**src/rtl/core/jog_target_slew_limiter_defines.svh**
```systemverilog
// Assertion macros for the jog target slew limiter.
// Included by RTL files that carry concurrent checks; needs clk and rst_n in scope.
`ifndef JOG_TARGET_SLEW_LIMITER_DEFINES_SVH
`define JOG_TARGET_SLEW_LIMITER_DEFINES_SVH

// Same-cycle implication, checked at every rising edge outside reset.
`define JTSL_ASSERT_HOLDS(label, ante, cons, msg) \
    label: assert property (@(posedge clk) disable iff (!rst_n) (ante) |-> (cons)) \
        else $error(msg);

// Next-cycle implication, checked at every rising edge outside reset.
`define JTSL_ASSERT_NEXT(label, ante, cons, msg) \
    label: assert property (@(posedge clk) disable iff (!rst_n) (ante) |=> (cons)) \
        else $error(msg);

`endif

```
**src/rtl/core/jtsl_pkg.sv**
```systemverilog
// Shared types and constants of the jog target slew limiter.
// Used by every module in rtl/core; depends on nothing.
package jtsl_pkg;

    localparam int DEFAULT_VEL_BITS = 16;

    localparam int STEP_W  = 10;
    localparam int LIMIT_W = 13;
    localparam int SLEW_W  = 10;
    localparam int CMD_W   = 15;
    localparam int OP_W    = 3;
    localparam int CFG_IDX_W  = 3;
    localparam int CFG_DATA_W = 13;

    // Opcodes of an input transaction.
    localparam logic [OP_W-1:0] OP_TICK      = 3'd0;
    localparam logic [OP_W-1:0] OP_LIN_UP    = 3'd1;
    localparam logic [OP_W-1:0] OP_LIN_DOWN  = 3'd2;
    localparam logic [OP_W-1:0] OP_ANG_UP    = 3'd3;
    localparam logic [OP_W-1:0] OP_ANG_DOWN  = 3'd4;
    localparam logic [OP_W-1:0] OP_LIN_CLEAR = 3'd5;
    localparam logic [OP_W-1:0] OP_ANG_CLEAR = 3'd6;

    // Configuration register indexes.
    localparam logic [CFG_IDX_W-1:0] CFG_LIN_STEP  = 3'd0;
    localparam logic [CFG_IDX_W-1:0] CFG_LIN_LIMIT = 3'd1;
    localparam logic [CFG_IDX_W-1:0] CFG_ANG_STEP  = 3'd2;
    localparam logic [CFG_IDX_W-1:0] CFG_ANG_LIMIT = 3'd3;
    localparam logic [CFG_IDX_W-1:0] CFG_LIN_SLEW  = 3'd4;
    localparam logic [CFG_IDX_W-1:0] CFG_ANG_SLEW  = 3'd5;

    // Reset values of the configuration registers.
    localparam logic [STEP_W-1:0]  RST_LIN_STEP  = 10'd100;
    localparam logic [LIMIT_W-1:0] RST_LIN_LIMIT = 13'd2000;
    localparam logic [STEP_W-1:0]  RST_ANG_STEP  = 10'd157;
    localparam logic [LIMIT_W-1:0] RST_ANG_LIMIT = 13'd3140;
    localparam logic [SLEW_W-1:0]  RST_LIN_SLEW  = 10'd50;
    localparam logic [SLEW_W-1:0]  RST_ANG_SLEW  = 10'd100;

    typedef struct packed {
        logic [STEP_W-1:0]  lin_step;
        logic [LIMIT_W-1:0] lin_limit;
        logic [STEP_W-1:0]  ang_step;
        logic [LIMIT_W-1:0] ang_limit;
        logic [SLEW_W-1:0]  lin_slew;
        logic [SLEW_W-1:0]  ang_slew;
    } jtsl_cfg_t;

    // Target update request for one axis.
    typedef struct packed {
        logic up;
        logic down;
        logic clear;
    } jtsl_step_cmd_t;

endpackage

```
**src/rtl/core/jtsl_cfg.sv**
```systemverilog
// Configuration register bank of the jog target slew limiter.
// Depends on jtsl_pkg for register indexes, widths and reset values.
module jtsl_cfg (
    input  logic                                clk,
    input  logic                                rst_n,
    input  logic                                cfg_we,
    input  logic [jtsl_pkg::CFG_IDX_W-1:0]      cfg_index,
    input  logic [jtsl_pkg::CFG_DATA_W-1:0]     cfg_data,
    output jtsl_pkg::jtsl_cfg_t                 cfg
);

    jtsl_pkg::jtsl_cfg_t cfg_reg;
    jtsl_pkg::jtsl_cfg_t cfg_next;

    always_comb
    begin
        cfg_next = cfg_reg;
        if (cfg_we)
        begin
            unique case (cfg_index)
                jtsl_pkg::CFG_LIN_STEP:  cfg_next.lin_step  = cfg_data[jtsl_pkg::STEP_W-1:0];
                jtsl_pkg::CFG_LIN_LIMIT: cfg_next.lin_limit = cfg_data[jtsl_pkg::LIMIT_W-1:0];
                jtsl_pkg::CFG_ANG_STEP:  cfg_next.ang_step  = cfg_data[jtsl_pkg::STEP_W-1:0];
                jtsl_pkg::CFG_ANG_LIMIT: cfg_next.ang_limit = cfg_data[jtsl_pkg::LIMIT_W-1:0];
                jtsl_pkg::CFG_LIN_SLEW:  cfg_next.lin_slew  = cfg_data[jtsl_pkg::SLEW_W-1:0];
                jtsl_pkg::CFG_ANG_SLEW:  cfg_next.ang_slew  = cfg_data[jtsl_pkg::SLEW_W-1:0];
                default:                 cfg_next = cfg_reg;
            endcase
        end
    end

    always_ff @(posedge clk or negedge rst_n)
    begin
        if (!rst_n)
        begin
            cfg_reg.lin_step  <= jtsl_pkg::RST_LIN_STEP;
            cfg_reg.lin_limit <= jtsl_pkg::RST_LIN_LIMIT;
            cfg_reg.ang_step  <= jtsl_pkg::RST_ANG_STEP;
            cfg_reg.ang_limit <= jtsl_pkg::RST_ANG_LIMIT;
            cfg_reg.lin_slew  <= jtsl_pkg::RST_LIN_SLEW;
            cfg_reg.ang_slew  <= jtsl_pkg::RST_ANG_SLEW;
        end
        else
        begin
            cfg_reg <= cfg_next;
        end
    end

    assign cfg = cfg_reg;

endmodule

```
**src/rtl/core/jtsl_target.sv**
```systemverilog
// Jog target register of one axis with limited, saturating step updates.
// Depends on jtsl_pkg for the step command struct and field widths.
module jtsl_target #(
    parameter int VEL_BITS = jtsl_pkg::DEFAULT_VEL_BITS
) (
    input  logic                               clk,
    input  logic                               rst_n,
    input  jtsl_pkg::jtsl_step_cmd_t           cmd,
    input  logic [jtsl_pkg::STEP_W-1:0]        step,
    input  logic [jtsl_pkg::LIMIT_W-1:0]       limit,
    output logic signed [VEL_BITS-1:0]         target
);

    logic signed [VEL_BITS-1:0] target_reg;
    logic signed [VEL_BITS-1:0] target_next;
    logic signed [VEL_BITS:0]   tgt_x;
    logic signed [VEL_BITS:0]   lim_x;
    logic signed [VEL_BITS:0]   step_x;

    // Clamp a one-bit-wider value back into the signed target range.
    function automatic logic signed [VEL_BITS-1:0] sat_w(input logic signed [VEL_BITS:0] v);
        logic signed [VEL_BITS-1:0] r;
        if (v[VEL_BITS] != v[VEL_BITS-1])
            r = v[VEL_BITS] ? {1'b1, {(VEL_BITS-1){1'b0}}} : {1'b0, {(VEL_BITS-1){1'b1}}};
        else
            r = v[VEL_BITS-1:0];
        return r;
    endfunction

    assign tgt_x  = {target_reg[VEL_BITS-1], target_reg};
    assign lim_x  = $signed({{(VEL_BITS+1-jtsl_pkg::LIMIT_W){1'b0}}, limit});
    assign step_x = $signed({{(VEL_BITS+1-jtsl_pkg::STEP_W){1'b0}}, step});

    // A step is taken only while the target still lies inside the limit,
    // so the target may end up one step beyond it.
    always_comb
    begin
        target_next = target_reg;
        if (cmd.clear)
            target_next = '0;
        else if (cmd.up && (tgt_x <= lim_x))
            target_next = sat_w(tgt_x + step_x);
        else if (cmd.down && (tgt_x >= -lim_x))
            target_next = sat_w(tgt_x - step_x);
    end

    always_ff @(posedge clk or negedge rst_n)
    begin
        if (!rst_n)
            target_reg <= '0;
        else
            target_reg <= target_next;
    end

    assign target = target_reg;

endmodule

```
**src/rtl/core/jtsl_slew.sv**
```systemverilog
// Commanded velocity register of one axis that moves toward its target at a bounded rate.
// Depends on jtsl_pkg for the slew field width.
module jtsl_slew #(
    parameter int VEL_BITS = jtsl_pkg::DEFAULT_VEL_BITS
) (
    input  logic                               clk,
    input  logic                               rst_n,
    input  logic                               tick,
    input  logic signed [VEL_BITS-1:0]         target,
    input  logic [jtsl_pkg::SLEW_W-1:0]        slew,
    output logic signed [VEL_BITS-1:0]         now,
    output logic signed [VEL_BITS-1:0]         now_next
);

    logic signed [VEL_BITS-1:0] now_reg;
    logic signed [VEL_BITS:0]   now_x;
    logic signed [VEL_BITS:0]   diff;
    logic [VEL_BITS:0]          mag;
    logic signed [VEL_BITS:0]   slew_x;
    logic signed [VEL_BITS:0]   moved;

    function automatic logic signed [VEL_BITS-1:0] sat_w(input logic signed [VEL_BITS:0] v);
        logic signed [VEL_BITS-1:0] r;
        if (v[VEL_BITS] != v[VEL_BITS-1])
            r = v[VEL_BITS] ? {1'b1, {(VEL_BITS-1){1'b0}}} : {1'b0, {(VEL_BITS-1){1'b1}}};
        else
            r = v[VEL_BITS-1:0];
        return r;
    endfunction

    assign now_x  = {now_reg[VEL_BITS-1], now_reg};
    assign diff   = {target[VEL_BITS-1], target} - now_x;
    assign mag    = diff[VEL_BITS] ? $unsigned(-diff) : $unsigned(diff);
    assign slew_x = $signed({{(VEL_BITS+1-jtsl_pkg::SLEW_W){1'b0}}, slew});
    assign moved  = diff[VEL_BITS] ? (now_x - slew_x) : (now_x + slew_x);

    // Within reach of the target the command snaps onto it.
    assign now_next = (mag > $unsigned(slew_x)) ? sat_w(moved) : target;

    always_ff @(posedge clk or negedge rst_n)
    begin
        if (!rst_n)
            now_reg <= '0;
        else if (tick)
            now_reg <= now_next;
    end

    assign now = now_reg;

endmodule

```
**src/rtl/core/jog_target_slew_limiter.sv**
```systemverilog
// Top level of the jog target slew limiter: input register, target and slew units,
// result register. Depends on jtsl_pkg, jtsl_cfg, jtsl_target, jtsl_slew and the defines header.
`include "jog_target_slew_limiter_defines.svh"

// The block takes one transaction per clock while it does not stall its input, and answers
// a tick through the input register and then the result register. Each event
// passes through add, compare and select in the target unit of its
// axis, and a tick through the same in each slew unit, so the sustained rate is
// one transaction per cycle whenever the result side keeps taking results. Step and
// reset events change a target and never produce a result. A tick moves each command
// toward its target by at most the slew value and produces a result while either
// command is nonzero, plus one final zero pair once motion has stopped. The result
// register frees the input side: while a result waits on result_stall, the block still
// works on events that produce no result, and holds off any tick that reaches the input
// register while a result is waiting, even a tick that would itself produce nothing.
// Configuration writes are meant for idle periods only.
module jog_target_slew_limiter #(
    parameter int VEL_BITS = jtsl_pkg::DEFAULT_VEL_BITS
) (
    input  logic                                clk,
    input  logic                                rst_n,
    input  logic                                cfg_we,
    input  logic [jtsl_pkg::CFG_IDX_W-1:0]      cfg_index,
    input  logic [jtsl_pkg::CFG_DATA_W-1:0]     cfg_data,
    input  logic                                item_valid,
    output logic                                item_stall,
    input  logic [jtsl_pkg::OP_W-1:0]           opcode,
    input  logic                                assisted_mode,
    output logic                                result_valid,
    input  logic                                result_stall,
    output logic signed [jtsl_pkg::CMD_W-1:0]   linear_cmd,
    output logic signed [jtsl_pkg::CMD_W-1:0]   angular_cmd,
    output logic                                route
);

    jtsl_pkg::jtsl_cfg_t       cfg;
    jtsl_pkg::jtsl_step_cmd_t  lin_cmd;
    jtsl_pkg::jtsl_step_cmd_t  ang_cmd;

    // Input register.
    logic                       hold_valid_reg;
    logic                       hold_valid_next;
    logic [jtsl_pkg::OP_W-1:0]  op_reg;
    logic                       assist_reg;

    // Result register.
    logic                                result_valid_reg;
    logic                                result_valid_next;
    logic signed [jtsl_pkg::CMD_W-1:0]   lin_out_reg;
    logic signed [jtsl_pkg::CMD_W-1:0]   ang_out_reg;
    logic                                route_reg;

    logic stop_reported_reg;
    logic stop_reported_next;

    logic signed [VEL_BITS-1:0] lin_target;
    logic signed [VEL_BITS-1:0] ang_target;
    logic signed [VEL_BITS-1:0] lin_now;
    logic signed [VEL_BITS-1:0] ang_now;
    logic signed [VEL_BITS-1:0] lin_next;
    logic signed [VEL_BITS-1:0] ang_next;

    logic is_tick;
    logic advance;
    logic take;
    logic tick;
    logic moving;
    logic emit;
    logic accept;

    // Only a tick can produce a result, so only a tick has to wait for the result
    // register to drain.
    assign is_tick    = (op_reg == jtsl_pkg::OP_TICK);
    assign advance    = !is_tick || !result_valid_reg || !result_stall;
    assign take       = hold_valid_reg && advance;
    assign tick       = take && is_tick;
    assign item_stall = hold_valid_reg && !advance;
    assign accept     = item_valid && !item_stall;

    jtsl_cfg u_cfg (
        .clk       (clk),
        .rst_n     (rst_n),
        .cfg_we    (cfg_we),
        .cfg_index (cfg_index),
        .cfg_data  (cfg_data),
        .cfg       (cfg)
    );

    // Decode the held event into per-axis target requests.
    always_comb
    begin
        lin_cmd = '0;
        ang_cmd = '0;
        if (take)
        begin
            unique case (op_reg)
                jtsl_pkg::OP_LIN_UP:    lin_cmd.up    = 1'b1;
                jtsl_pkg::OP_LIN_DOWN:  lin_cmd.down  = 1'b1;
                jtsl_pkg::OP_ANG_UP:    ang_cmd.up    = 1'b1;
                jtsl_pkg::OP_ANG_DOWN:  ang_cmd.down  = 1'b1;
                jtsl_pkg::OP_LIN_CLEAR: lin_cmd.clear = 1'b1;
                jtsl_pkg::OP_ANG_CLEAR: ang_cmd.clear = 1'b1;
                default:
                begin
                    lin_cmd = '0;
                    ang_cmd = '0;
                end
            endcase
        end
    end

    jtsl_target #(.VEL_BITS(VEL_BITS)) u_lin_target (
        .clk    (clk),
        .rst_n  (rst_n),
        .cmd    (lin_cmd),
        .step   (cfg.lin_step),
        .limit  (cfg.lin_limit),
        .target (lin_target)
    );

    jtsl_target #(.VEL_BITS(VEL_BITS)) u_ang_target (
        .clk    (clk),
        .rst_n  (rst_n),
        .cmd    (ang_cmd),
        .step   (cfg.ang_step),
        .limit  (cfg.ang_limit),
        .target (ang_target)
    );

    jtsl_slew #(.VEL_BITS(VEL_BITS)) u_lin_slew (
        .clk      (clk),
        .rst_n    (rst_n),
        .tick     (tick),
        .target   (lin_target),
        .slew     (cfg.lin_slew),
        .now      (lin_now),
        .now_next (lin_next)
    );

    jtsl_slew #(.VEL_BITS(VEL_BITS)) u_ang_slew (
        .clk      (clk),
        .rst_n    (rst_n),
        .tick     (tick),
        .target   (ang_target),
        .slew     (cfg.ang_slew),
        .now      (ang_now),
        .now_next (ang_next)
    );

    // A tick reports while anything moves, and once more with the zero pair when
    // both commands have come to rest.
    assign moving = (lin_next != '0) || (ang_next != '0);
    assign emit   = tick && (moving || !stop_reported_reg);

    always_comb
    begin
        stop_reported_next = stop_reported_reg;
        if (tick)
            stop_reported_next = !moving;
    end

    always_comb
    begin
        hold_valid_next = hold_valid_reg;
        if (accept)
            hold_valid_next = 1'b1;
        else if (take)
            hold_valid_next = 1'b0;
    end

    always_comb
    begin
        result_valid_next = result_valid_reg;
        if (emit)
            result_valid_next = 1'b1;
        else if (!result_stall)
            result_valid_next = 1'b0;
    end

    always_ff @(posedge clk or negedge rst_n)
    begin
        if (!rst_n)
        begin
            hold_valid_reg    <= 1'b0;
            result_valid_reg  <= 1'b0;
            stop_reported_reg <= 1'b1;
        end
        else
        begin
            hold_valid_reg    <= hold_valid_next;
            result_valid_reg  <= result_valid_next;
            stop_reported_reg <= stop_reported_next;
        end
    end

    // Payload registers carry no reset.
    always_ff @(posedge clk)
    begin
        if (accept)
        begin
            op_reg     <= opcode;
            assist_reg <= assisted_mode;
        end
        if (emit)
        begin
            lin_out_reg <= lin_next[jtsl_pkg::CMD_W-1:0];
            ang_out_reg <= ang_next[jtsl_pkg::CMD_W-1:0];
            route_reg   <= assist_reg;
        end
    end

    assign result_valid = result_valid_reg;
    assign linear_cmd   = lin_out_reg;
    assign angular_cmd  = ang_out_reg;
    assign route        = route_reg;

    // The stop flag is only ever set while both commands rest at zero.
    `JTSL_ASSERT_HOLDS(a_stop_means_rest, stop_reported_reg,
        (lin_now == '0) && (ang_now == '0), "stop flag set while a command is nonzero")

    // A new result must never overwrite one that is still waiting.
    `JTSL_ASSERT_HOLDS(a_no_overwrite, result_valid_reg && result_stall, !emit,
        "result produced while the result register is stalled")

    // Emitting the zero pair marks the axis pair as stopped.
    `JTSL_ASSERT_NEXT(a_zero_pair_sets_stop, emit && !moving, stop_reported_reg,
        "zero pair sent without setting the stop flag")

    // A held event that cannot proceed stays in the input register unchanged.
    `JTSL_ASSERT_NEXT(a_hold_kept, item_stall, hold_valid_reg && (op_reg == $past(op_reg)),
        "stalled event lost from the input register")

endmodule

```
**config.mk**
```make
export PLATFORM = sky130hd
export DESIGN_NAME = jog_target_slew_limiter
export DESIGN_NICKNAME = d
export VERILOG_FILES = /design/src/rtl/core/jtsl_pkg.sv /design/src/rtl/core/jtsl_cfg.sv /design/src/rtl/core/jtsl_target.sv /design/src/rtl/core/jtsl_slew.sv /design/src/rtl/core/jog_target_slew_limiter.sv
export VERILOG_INCLUDE_DIRS = /design/src /design/src/rtl/core
export SDC_FILE = /design/constraint.sdc
export NUM_CORES = 1
export LEC_CHECK = 0
export ABC_AREA = 1
export BUFFER_PORTS_ARGS = -buffer_cell sky130_fd_sc_hd__clkbuf_2
export CORE_ASPECT_RATIO = 1.5
export CORE_MARGIN = 2
export CORE_UTILIZATION = 45
export DETAILED_ROUTE_END_ITERATION = 12
export GPL_TIMING_DRIVEN = 0
export PLACE_DENSITY_LB_ADDON = 0.25
export SYNTH_ARGS = -nofsm -noshare
export SYNTH_HDL_FRONTEND = slang
export SYNTH_HIERARCHICAL = 1
export SYNTH_SLANG_ARGS = --single-unit
```
**constraint.sdc**
```tcl
create_clock -name clk -period 9.9 [get_ports clk]
set_input_delay 1.98 -clock clk [delete_from_list [all_inputs] [get_ports clk]]
set_output_delay 1.98 -clock clk [all_outputs]
set_load 0.05 [all_outputs]
```
== After elaboration in Yosys (flattened, before gate mapping) ==
Index checks and enable logic that the tools add are counted.
Storage, ports and cells
  flip-flop bits (word level): 168
Operators by class
  add/sub/neg operators: 14
  equality and inequality tests: 18
  muxes and demuxes: 36
  reductions and logical operators: 33
  order comparisons: 6
Operators by type and width (count)
  $mux W16: 20
  $add A16 B11 Y17: 4
  $mux W17: 4
  $sub A16 B11 Y17: 4
  $ge A16 B17 Y1: 2
  $gt A17 B10 Y1: 2
  $neg A13 Y17: 2
  $neg A17 Y17: 2
  $sub A16 B16 Y17: 2
  $le A16 B14 Y1: 2
  $reduce_bool A16 Y1: 2
  $eq A3 B3 Y1 const B: 5
  $eq A3 B2 Y1 const B: 4
  $reduce_and A2 Y1: 6
  $mux W1: 10
  $logic_and A1 B1 Y1: 9
  $logic_not A1 Y1: 7
  $eq A3 B1 Y1 const B: 2
  $logic_not A3 Y1: 2
  $mux W3: 2
  $ne A1 B1 Y1: 6
  $reduce_bool A3 Y1: 2
  $logic_or A1 B1 Y1: 4
  $ne A2 B1 Y1 const B: 1
  $reduce_bool A2 Y1: 1

== Longest topological paths before layout ==
Gate-level depths: netlist of run 1.
  depth in word-level cells: 10
  depth in mapped cells: 39
  depth with buffers taken out: 36

== Cells and area by module ==
The synthesis of run 1 kept the hierarchy.
Modules (own cells, without submodules)
  jtsl_slew (u_lin_slew): seq. area each 400.4 um2, cells each 675, area each 3956.3 um2, times used 1
  jtsl_slew (u_ang_slew): seq. area each 400.4 um2, cells each 673, area each 3931.3 um2, times used 1
  jtsl_target (u_ang_target): seq. area each 400.4 um2, cells each 576, area each 3574.7 um2, times used 1
  jtsl_target (u_lin_target): seq. area each 400.4 um2, cells each 599, area each 3512.1 um2, times used 1
  jtsl_cfg: seq. area each 1681.6 um2, cells each 297, area each 2638.8 um2, times used 1
  jog_target_slew_limiter: seq. area each 1127.3 um2, cells each 101, area each 1393.8 um2, times used 1

== Worst setup path after synthesis of run 1 ==
Ideal clock, no wire load.
  kind: register to register
  start point: register u_ang_target.target_reg[1] (netlist: u_ang_target/target[1])
  end point: register ang_out_reg, in the netlist angular_cmd[0] (enable)
  cell stages (with the launch flop): 34
  clock period less this slack: 5.870 ns
  arrival time: 5.399 ns
  library setup time: 0.471 ns
  setup slack: 4.030 ns
  cell sequence: dfrtp_1 -> inv_1 -> fa_1 -> inv_1 -> nand2_1 -> nand2_1 -> nand3_1 -> nand2_2 -> nand3_2 -> nand3_1 -> nand2_4 -> inv_2 -> buf_6 -> clkbuf_1 -> o21ai_0 -> fa_1 -> nand3_1 -> nand3_1 -> a21oi_1 -> o21ai_0 -> a31oi_1 -> nand3_1 -> nand2_1 -> nand2_1 -> buf_2 -> a21oi_1 -> nand2_2 -> and2_1 -> nor2_1 -> nand2_1 -> nor2_1 -> nand2_1 -> o21ai_0 -> nand2_1
On the way
  longest elaborated chain between the ends: 9
  elaborated cells between the ends (all ways): 13
  those cells by class: add/sub: 2; order compare: 1; eq/ne: 1; mux: 5; reduce/logical: 4
RTL lines
  start: declaration: RTL line jtsl_target.sv:14  | logic signed [VEL_BITS-1:0] target_reg;
  start signal: assignment: RTL line jtsl_target.sv:52  | target_reg <= target_next;
  $sub A16 B16 Y17 *: RTL line jtsl_slew.sv:32  | assign diff = {target[VEL_BITS-1], target} - now_x;
  $neg A17 Y17 or $mux W17 (tied branches): RTL line jtsl_slew.sv:33, jtsl_slew.sv:35
  $mux W17 (tied with other cells): RTL line jtsl_slew.sv:33  | assign mag = diff[VEL_BITS] ? $unsigned(-diff) : $unsigned(diff);
  $gt A17 B10 Y1 or $mux W16 (tied branches): RTL line jtsl_slew.sv:38, jtsl_slew.sv:24
  $mux W16 *: RTL line jtsl_slew.sv:38  | assign now_next = (mag > $unsigned(slew_x)) ? sat_w(moved) : target;
  named net ang_next[5]: RTL line jog_target_slew_limiter.sv:61  | logic signed [VEL_BITS-1:0] ang_next;
  $reduce_bool A16 Y1 *: RTL line jog_target_slew_limiter.sv:152  | assign moving = (lin_next != '0) || (ang_next != '0);
  $logic_or A1 B1 Y1 *: RTL line jog_target_slew_limiter.sv:152
  $logic_or A1 B1 Y1 *: RTL line jog_target_slew_limiter.sv:153  | assign emit = tick && (moving || !stop_reported_reg);
  $logic_and A1 B1 Y1 *: RTL line jog_target_slew_limiter.sv:153
  named net emit: RTL line jog_target_slew_limiter.sv:68  | logic emit;
  end signal: assignment: RTL line jog_target_slew_limiter.sv:207  | ang_out_reg <= ang_next[jtsl_pkg::CMD_W-1:0];
  end: declaration: RTL line jog_target_slew_limiter.sv:50  | logic signed [jtsl_pkg::CMD_W-1:0] ang_out_reg;
The timed path passes the listed nets; every way through them passes the cells marked *.
A chain may end at the register's enable or synchronous reset.

== Worst setup path after layout of run 1 ==
  start point: register u_lin_target.target_reg[1] (netlist: u_lin_target/target[1])
  end point: register lin_out_reg, in the netlist linear_cmd[3] (enable)
On the way
  longest elaborated chain between the ends: 9
  elaborated cells between the ends (all ways): 13
  those cells by class: add/sub: 2; order compare: 1; eq/ne: 1; mux: 5; reduce/logical: 4
RTL lines
  start: declaration: RTL line jtsl_target.sv:14
  start signal: assignment: RTL line jtsl_target.sv:52
  $sub A16 B16 Y17 *: RTL line jtsl_slew.sv:32
  $neg A17 Y17 or $mux W17 (tied branches): RTL line jtsl_slew.sv:33, jtsl_slew.sv:35
  $mux W17 (tied with other cells): RTL line jtsl_slew.sv:33
  $gt A17 B10 Y1 or $mux W16 (tied branches): RTL line jtsl_slew.sv:38, jtsl_slew.sv:24
  $mux W16 *: RTL line jtsl_slew.sv:38
  named net lin_next[5]: RTL line jog_target_slew_limiter.sv:60  | logic signed [VEL_BITS-1:0] lin_next;
  $reduce_bool A16 Y1 *: RTL line jog_target_slew_limiter.sv:152
  $logic_or A1 B1 Y1 *: RTL line jog_target_slew_limiter.sv:152
  $logic_or A1 B1 Y1 *: RTL line jog_target_slew_limiter.sv:153
  $logic_and A1 B1 Y1 *: RTL line jog_target_slew_limiter.sv:153
  named net emit: RTL line jog_target_slew_limiter.sv:68
  end signal: assignment: RTL line jog_target_slew_limiter.sv:206  | lin_out_reg <= lin_next[jtsl_pkg::CMD_W-1:0];
  end: declaration: RTL line jog_target_slew_limiter.sv:49  | logic signed [jtsl_pkg::CMD_W-1:0] lin_out_reg;
Marked as above.

==> results of run 1 <==
## layer usage
metal	vias up	share of wire
met5	-	0
met4	0	0.064
met3	162	0.030
met2	431	0.51
met1	8558	0.39
li1	9415	-
## worst max-delay path, delay by kind of cell (launching register included)
family	cells	cell delay, ns
AO/OA/AOI/OAI	5	1.54
flip-flops	1	0.66
adder cells (fa/ha/maj)	2	1.02
AND/OR/NAND/NOR	20	2.86
buffers and inverters	6	1.06
## cell usage after synthesis (all sizes together), types with 37 or more instances
cell and n:
and2 37, nand3 301, dfrtp 108, nor2 220, o21ai 56, buf 54
nand2 1060, inv 435, xor2 101, ha 188, a21oi 128
## worst paths after layout
check,cells past startpoint,start,to,slack [ns]
max in group asynchronous,2,rst_n,u_cfg/cfg[15],7.61
setup / recovery,33,u_lin_target/target[1],linear_cmd[3],2.24
min in group asynchronous,1,rst_n,u_cfg/cfg[60],1.47
hold reg to reg,0,assist_reg,route,0.44
setup reg to reg,33,u_lin_target/target[1],linear_cmd[3],2.24
hold / removal,0,assist_reg,route,0.44
## per-stage QoR
stage / std cells / hold slack, ns
after floorplan: 2921 / 0.4003
after global placement: 3542 / 0.4016
after detailed placement: 3543 / 0.4219
after CTS: 3575 / 0.4374
after global routing: 3575 / 0.4438
final: 3575 / 0.4370
## final cells by class
type | instances | area [um^2]
fillers | 4335 | 21300
multi-input cells | 2258 | 12510
flip-flops and latches | 168 | 4410
inverters | 436 | 1639
well taps | 564 | 705.7
plain buffers | 59 | 445.4
clock buffers | 18 | 429.2
repair buffers | 58 | 321.6
clock inverters | 14 | 135.1
## cell usage in the layout (no fill, tap or decap), types with 40 or more instances in the layout
master                     netlist  final
sky130_fd_sc_hd__nand2_1       998    998
sky130_fd_sc_hd__inv_1         405    405
sky130_fd_sc_hd__nand3_1       275    275
sky130_fd_sc_hd__ha_1          188    188
sky130_fd_sc_hd__nor2_1        185    185
sky130_fd_sc_hd__a21oi_1       116    116
sky130_fd_sc_hd__dfrtp_1       108    108
sky130_fd_sc_hd__xor2_1        100    100
sky130_fd_sc_hd__clkbuf_2        0     56
sky130_fd_sc_hd__nand2_2        51     51
sky130_fd_sc_hd__o21ai_0        40     40
## cells by family after synthesis
group,share of synthesized area
adder cells (fa/ha/maj),0.1322
AND/OR/NAND/NOR,0.4052
buffers and inverters,0.1097
flip-flops,0.2320
XOR/XNOR,0.05431
AO/OA/AOI/OAI,0.06655
==> run_summary.xml, run 1 <==
<?xml version="1.0" encoding="UTF-8"?>
<metrics>
  <group name="status">
    <metric name="outcome" unit="">finished clean</metric>
  </group>
  <group name="final_layout">
    <metric name="finalNetCount" unit="">3219</metric>
    <metric name="layout-drive-gt1-share" unit="">0.1139</metric>
    <metric name="area.growth.synth_to_final" unit="%">8.373</metric>
    <metric name="insertedDiodeCount" unit="">0</metric>
    <metric name="final_design_area_no_fill" unit="um^2">20600</metric>
    <metric name="final_core_util" unit="">0.4916</metric>
    <metric name="largest_reg_flops" unit="">66</metric>
  </group>
  <group name="global_route">
    <metric name="grtUsageTotal" unit="">0.2720</metric>
    <metric name="maximum_number_of_pins_on_one_net_before_global_route_repair" unit="">92</metric>
    <metric name="antenna_found_initial" unit="">0</metric>
    <metric name="globalRoute.totalOverflow" unit="">0</metric>
    <metric name="first_global_vias" unit="">18230</metric>
    <metric name="grt_busiest_layer" unit="">met2</metric>
    <metric name="grt_first_pass_wirelength" unit="mm">93.89</metric>
    <metric name="grt.met1_usage" unit="">0.3034</metric>
    <metric name="global_route.usage.met3" unit="">0.02691</metric>
    <metric name="grt_use_met2" unit="">0.4932</metric>
  </group>
  <group name="route">
    <metric name="postRouteWirelength" unit="mm">58.20</metric>
    <metric name="post-route-drc-count" unit="">0</metric>
    <metric name="post_drt_wl_per_cell" unit="um">16.28</metric>
    <metric name="drtAntennaViolNets" unit="">0</metric>
    <metric name="drt_pass1_iterations" unit="">8</metric>
    <metric name="detailedRoute.firstIterationViolations" unit="">1208</metric>
    <metric name="drt-vias-per-instance" unit="">5.193</metric>
    <metric name="routed-via-count" unit="">18570</metric>
  </group>
  <group name="placement">
    <metric name="setup_ws_pre_cts" unit="ns">2.312</metric>
    <metric name="post-dp-hpwl" unit="mm">47.62</metric>
    <metric name="place.port_buffers" unit="">57</metric>
    <metric name="placement.cell_area" unit="um^2">20030</metric>
    <metric name="placer_congestion" unit="">0.9626</metric>
  </group>
  <group name="floorplan">
    <metric name="io-pin-count" unit="">58</metric>
    <metric name="fp-row-count" unit="">92</metric>
    <metric name="fp.dieW" unit="um">171.8</metric>
    <metric name="fp.dieH" unit="um">255.7</metric>
    <metric name="die_area" unit="um^2">43930</metric>
    <metric name="initial_utilization" unit="">0.4536</metric>
    <metric name="core_region_area" unit="um^2">41900</metric>
  </group>
  <group name="sta">
    <metric name="timing_worst_slew_pin_value" unit="ns">1.249</metric>
    <metric name="timing_max_transition_violations_final" unit="">0</metric>
    <metric name="fin_ws" unit="ns">2.238</metric>
    <metric name="part_of_the_cycle_the_worst_path_needs" unit="">0.7739</metric>
    <metric name="max_frequency" unit="MHz">130.5</metric>
    <metric name="min_period" unit="ns">7.662</metric>
    <metric name="totalNegativeSetupSlack" unit="ns">0</metric>
    <metric name="final.setup_skew" unit="ns">0.01353</metric>
    <metric name="timing.max_slew.rel_slack" unit="">0.1656</metric>
    <metric name="rsz_0062_raised_after_global_routing" unit="">false</metric>
    <metric name="final-hold-violation-count" unit="">0</metric>
    <metric name="finish_stage_setup_viols" unit="">0</metric>
  </group>
  <group name="yosys">
    <metric name="syn_area" unit="um^2">19010</metric>
    <metric name="avgSynthCellArea" unit="um^2">6.507</metric>
    <metric name="postSynth.asyncResetShare" unit="">0.7917</metric>
    <metric name="yosys.area.top_type" unit="">sky130_fd_sc_hd__nand2_1</metric>
    <metric name="synth-seq-cells" unit="">168</metric>
    <metric name="synth.top_cell.area_share" unit="">0.1971</metric>
    <metric name="synthesis.instances" unit="">2921</metric>
    <metric name="yosysWarningCount" unit="">6</metric>
    <metric name="postSynth.topFlopCell" unit="">sky130_fd_sc_hd__dfrtp_1</metric>
    <metric name="ys_types" unit="">55</metric>
    <metric name="syn-num-nets" unit="">3142</metric>
    <metric name="synth-seq-area-share" unit="">0.2320</metric>
    <metric name="synth_enable_flop_cells" unit="">35</metric>
    <metric name="synthTopCellsByArea" unit="">sky130_fd_sc_hd__nand2_1 (20%), sky130_fd_sc_hd__dfrtp_1 (14%), sky130_fd_sc_hd__ha_1 (12%), sky130_fd_sc_hd__inv_1 (8.0%), sky130_fd_sc_hd__nand3_1 (7.2%)</metric>
  </group>
  <group name="clocking">
    <metric name="postCtsSetupRepairBufs" unit="">0</metric>
    <metric name="cts-htree-levels" unit="">4</metric>
    <metric name="cts_sinks" unit="">168</metric>
    <metric name="cts-hold-fix-buffers" unit="">0</metric>
    <metric name="clk_transition_reported_paths" unit="ns">0.07</metric>
    <metric name="clk-insertion-delay-late" unit="ns">0.45</metric>
    <metric name="cts_buffers" unit="">17</metric>
    <metric name="cts.path.max_buffers" unit="">2</metric>
    <metric name="tritoncts" unit="">yes</metric>
    <metric name="cts-root-buf" unit="">sky130_fd_sc_hd__clkbuf_16</metric>
    <metric name="post_cts_resized" unit="">0</metric>
  </group>
  <group name="setup_path">
    <metric name="cpMostUsedCell" unit="">sky130_fd_sc_hd__nand2_1</metric>
    <metric name="crit_fanout" unit="">31</metric>
    <metric name="timing.critical_path.slowest_cell_delay" unit="ns">0.76</metric>
    <metric name="end_kind" unit="">flop</metric>
    <metric name="critical_path_arrival" unit="ns">7.57</metric>
    <metric name="path_class" unit="">flop to flop</metric>
    <metric name="worst_ep_required_time" unit="ns">9.81</metric>
    <metric name="worstSetupStartpointType" unit="">flop</metric>
    <metric name="crit_path_top_delay_cell" unit="">sky130_fd_sc_hd__nand2_1</metric>
  </group>
  <group name="min_path">
    <metric name="min-delay-path-class" unit="">flop to flop</metric>
  </group>
  <group name="flow_run">
    <metric name="drv_cap" unit="">0</metric>
  </group>
</metrics>
Power of run 1 is left out: the tool's default activity adds up to more than one toggle a clock period on the data nets, which glitch-free logic cannot reach.
==> run 2, diff against run 1 <==
--- a/config.mk
+++ b/config.mk
@@ -6,7 +6,7 @@
 export SDC_FILE = /design/constraint.sdc
 export NUM_CORES = 1
 export LEC_CHECK = 0
-export ABC_AREA = 1
+export ABC_AREA = 0
 export BUFFER_PORTS_ARGS = -buffer_cell sky130_fd_sc_hd__clkbuf_2
 export CORE_ASPECT_RATIO = 1.5
 export CORE_MARGIN = 2
==> constraint.sdc (replaced) <==
create_clock -name clk -period 6.4 [get_ports clk]
set_input_delay 1.28 -clock clk [delete_from_list [all_inputs] [get_ports clk]]
set_output_delay 1.28 -clock clk [all_outputs]
set_load 0.05 [all_outputs]
==> run 2 against run 1 <==
Net effect: the run now ends with setup timing left; global-route usage rose by 2.1 points; clock skew rose by 0.0016 ns; synthesized area fell by 8.6%.
==> run_summary.xml, run 2 <==
<?xml version="1.0" encoding="UTF-8"?>
<metrics>
  <group name="sta">
    <metric name="max_frequency" unit="MHz">155.2</metric>
    <metric name="totalNegativeSetupSlack" unit="ns">-0.3875</metric>
    <metric name="timing_max_transition_violations_final" unit="">0</metric>
    <metric name="min_period" unit="ns">6.445</metric>
    <metric name="timing.max_slew.rel_slack" unit="">0.3011</metric>
    <metric name="rsz_0062_raised_after_global_routing" unit="">true</metric>
    <metric name="fin_ws" unit="ns">-0.04502</metric>
    <metric name="finish_stage_setup_viols" unit="">17</metric>
    <metric name="timing_worst_slew_pin_value" unit="ns">1.039</metric>
    <metric name="final-hold-violation-count" unit="">0</metric>
    <metric name="part_of_the_cycle_the_worst_path_needs" unit="">1.007</metric>
    <metric name="final.setup_skew" unit="ns">0.01514</metric>
  </group>
  <group name="yosys">
    <metric name="syn-num-nets" unit="">2191</metric>
    <metric name="ys_types" unit="">122</metric>
    <metric name="synthTopCellsByArea" unit="">sky130_fd_sc_hd__dfrtp_1 (16%), sky130_fd_sc_hd__ha_1 (14%), sky130_fd_sc_hd__edfxtp_1 (6.0%), sky130_fd_sc_hd__mux2_2 (5.4%), sky130_fd_sc_hd__xnor2_1 (4.6%)</metric>
    <metric name="synth.top_cell.area_share" unit="">0.1555</metric>
    <metric name="yosysWarningCount" unit="">6</metric>
    <metric name="synthesis.instances" unit="">1970</metric>
    <metric name="postSynth.topFlopCell" unit="">sky130_fd_sc_hd__dfrtp_1</metric>
    <metric name="synthMostInstantiatedCell" unit="">sky130_fd_sc_hd__ha_1</metric>
    <metric name="synth-seq-cells" unit="">168</metric>
    <metric name="synth_common_cells" unit="">sky130_fd_sc_hd__ha_1 (188), sky130_fd_sc_hd__inv_1 (159), sky130_fd_sc_hd__a21oi_1 (133)</metric>
    <metric name="yosys.area.top_type" unit="">sky130_fd_sc_hd__dfrtp_1</metric>
    <metric name="synth-seq-area-share" unit="">0.2538</metric>
    <metric name="syn_area" unit="um^2">17380</metric>
    <metric name="synth_enable_flop_cells" unit="">35</metric>
    <metric name="postSynth.asyncResetShare" unit="">0.7917</metric>
    <metric name="avgSynthCellArea" unit="um^2">8.820</metric>
  </group>
  <group name="global_route">
    <metric name="grtUsageTotal" unit="">0.2935</metric>
    <metric name="antenna_found_initial" unit="">0</metric>
    <metric name="maximum_number_of_pins_on_one_net_before_global_route_repair" unit="">90</metric>
    <metric name="first_global_vias" unit="">16280</metric>
    <metric name="globalRoute.totalOverflow" unit="">0</metric>
    <metric name="grt_first_pass_wirelength" unit="mm">89.92</metric>
  </group>
  <group name="clocking">
    <metric name="cts_buffers" unit="">17</metric>
    <metric name="cts-root-buf" unit="">sky130_fd_sc_hd__clkbuf_16</metric>
    <metric name="cts-htree-levels" unit="">4</metric>
    <metric name="tritoncts" unit="">yes</metric>
    <metric name="cts_sinks" unit="">168</metric>
    <metric name="cts-hold-fix-buffers" unit="">0</metric>
    <metric name="clk-insertion-delay-late" unit="ns">0.46</metric>
    <metric name="cts.path.max_buffers" unit="">2</metric>
    <metric name="clk_transition_reported_paths" unit="ns">0.08</metric>
  </group>
  <group name="status">
    <metric name="outcome" unit="">complete, but fails checks</metric>
    <metric name="failed_checks" unit="">setup timing</metric>
  </group>
  <group name="setup_path">
    <metric name="worst_ep_required_time" unit="ns">6.63</metric>
    <metric name="worstPathBufferInverterCount" unit="">5</metric>
    <metric name="end_kind" unit="">flop</metric>
    <metric name="crit_path_top_delay_cell" unit="">sky130_fd_sc_hd__a2111o_1</metric>
    <metric name="worst_path_dominant_cell_family" unit="">compound AO/OA/AOI/OAI gates</metric>
    <metric name="path_class" unit="">flop to flop</metric>
    <metric name="critical_path_arrival" unit="ns">6.67</metric>
    <metric name="crit_fanout" unit="">5</metric>
    <metric name="timing.critical_path.slowest_cell_delay" unit="ns">0.44</metric>
    <metric name="worstSetupStartpointType" unit="">flop</metric>
  </group>
  <group name="final_layout">
    <metric name="layout-drive-gt1-share" unit="">0.2320</metric>
    <metric name="insertedDiodeCount" unit="">0</metric>
    <metric name="finalNetCount" unit="">2342</metric>
    <metric name="layout.cells.most_common_list" unit="">sky130_fd_sc_hd__ha_1 (177), sky130_fd_sc_hd__inv_1 (157), sky130_fd_sc_hd__nor2_1 (129)</metric>
    <metric name="num-fill-cells" unit="">3589</metric>
    <metric name="final-seq-area" unit="um^2">4438</metric>
    <metric name="layout.cells.most_common" unit="">sky130_fd_sc_hd__ha_1</metric>
    <metric name="largest_reg_flops" unit="">66</metric>
    <metric name="multi_input_area" unit="um^2">12560</metric>
    <metric name="area.growth.synth_to_final" unit="%">15.69</metric>
    <metric name="final_design_area_no_fill" unit="um^2">20100</metric>
  </group>
  <group name="placement">
    <metric name="post-dp-hpwl" unit="mm">45.18</metric>
    <metric name="placement.cell_area" unit="um^2">18340</metric>
    <metric name="place.port_buffers" unit="">57</metric>
    <metric name="placer_congestion" unit="">0.9508</metric>
  </group>
  <group name="floorplan">
    <metric name="fp.dieW" unit="um">164.4</metric>
    <metric name="core_region_area" unit="um^2">38320</metric>
    <metric name="io-pin-count" unit="">58</metric>
    <metric name="fp.dieH" unit="um">244.7</metric>
    <metric name="fp-row-count" unit="">88</metric>
    <metric name="die_area" unit="um^2">40230</metric>
    <metric name="initial_utilization" unit="">0.4535</metric>
  </group>
  <group name="route">
    <metric name="drt-vias-per-instance" unit="">6.233</metric>
    <metric name="drtAntennaViolNets" unit="">0</metric>
    <metric name="post_drt_wl_per_cell" unit="um">22.51</metric>
    <metric name="detailedRoute.firstIterationViolations" unit="">1167</metric>
    <metric name="post-route-drc-count" unit="">0</metric>
    <metric name="drt_pass1_iterations" unit="">5</metric>
    <metric name="routed-via-count" unit="">16390</metric>
    <metric name="postRouteWirelength" unit="mm">59.17</metric>
  </group>
  <group name="min_path">
    <metric name="min-delay-path-class" unit="">flop to flop</metric>
  </group>
  <group name="flow_run">
    <metric name="drv_cap" unit="">0</metric>
  </group>
</metrics>
## run 2: cell types whose count changed after synthesis, sizes merged, moves of 76 or more
cell	previous run	this run
xnor2	16	92
nor2	220	137
mux2	0	106
inv	435	159
nand2	1060	125
nand3	301	57
## run 2: path summary, 6_finish.rpt
| path | startpoint | to | slack [ns] | cells past startpoint |
|---|---|---|---|---|
| max | u_lin_target/target[0] | linear_cmd[6] | -0.05 | 28 |
| min | assist_reg | route | 0.43 | 0 |
| max reg2reg | u_lin_target/target[0] | linear_cmd[6] | -0.05 | 28 |
| min reg2reg | assist_reg | route | 0.43 | 0 |
| max in group asynchronous | rst_n | u_ang_target/target[10] | 4.82 | 2 |
| min in group asynchronous | rst_n | u_cfg/cfg[0] | 0.75 | 1 |
## run 2: cell families (layout without fill, tap and decap cells)
kind of cell    Yosys count  after routing  share of synthesized area
mux                     109            109                    0.07539
buf+inv                 225            385                    0.05545
xor+xnor                140            140                    0.07223
compound gates          545            548                     0.2184
flops                   168            168                     0.2538
simple gates            584            585                     0.1784
fa+ha+maj               199            199                     0.1463
## run 2: cell type report
class                           count  area share
Clock inverter                     13    0.005789
Sequential cell                   168      0.2208
Tap cell                          495     0.03081
Clock buffer                       19     0.02154
Inverter                          159     0.02969
Buffer                             64     0.02098
Multi-Input combinational cell   1581      0.6247
Timing Repair Buffer              130     0.04575
## run 2: layer usage
layer,share of wire,global-route usage
met1,0.35,0.2940
met2,0.52,0.5395
met3,0.038,0.03785
met5,0,0
met4,0.091,0.2276
## run 2: per-stage QoR
stage | hold slack (ns) | cells | setup slack (ns) | util
floorplan | 0.4003 | 1970 | 0.02763 | -
CTS | 0.4330 | 2592 | -0.07608 | 0.5113
finish | 0.4332 | 2629 | -0.04502 | 0.5246
detailed placement | 0.4163 | 2523 | -2.184 | 0.4787
global route | 0.4401 | 2629 | -0.1523 | 0.5246
global placement | 0.4036 | 2522 | -2.121 | 0.4777
## run 2: repair_timing
item,4_1_cts,5_1_grt
setup buffers,35,37
cloned,3,1
hold endpoints to repair,0,0
resized for setup,93,69
pin swaps,29,51
setup endpoints to repair,93,33
Power of run 2 is left out for the same reason.
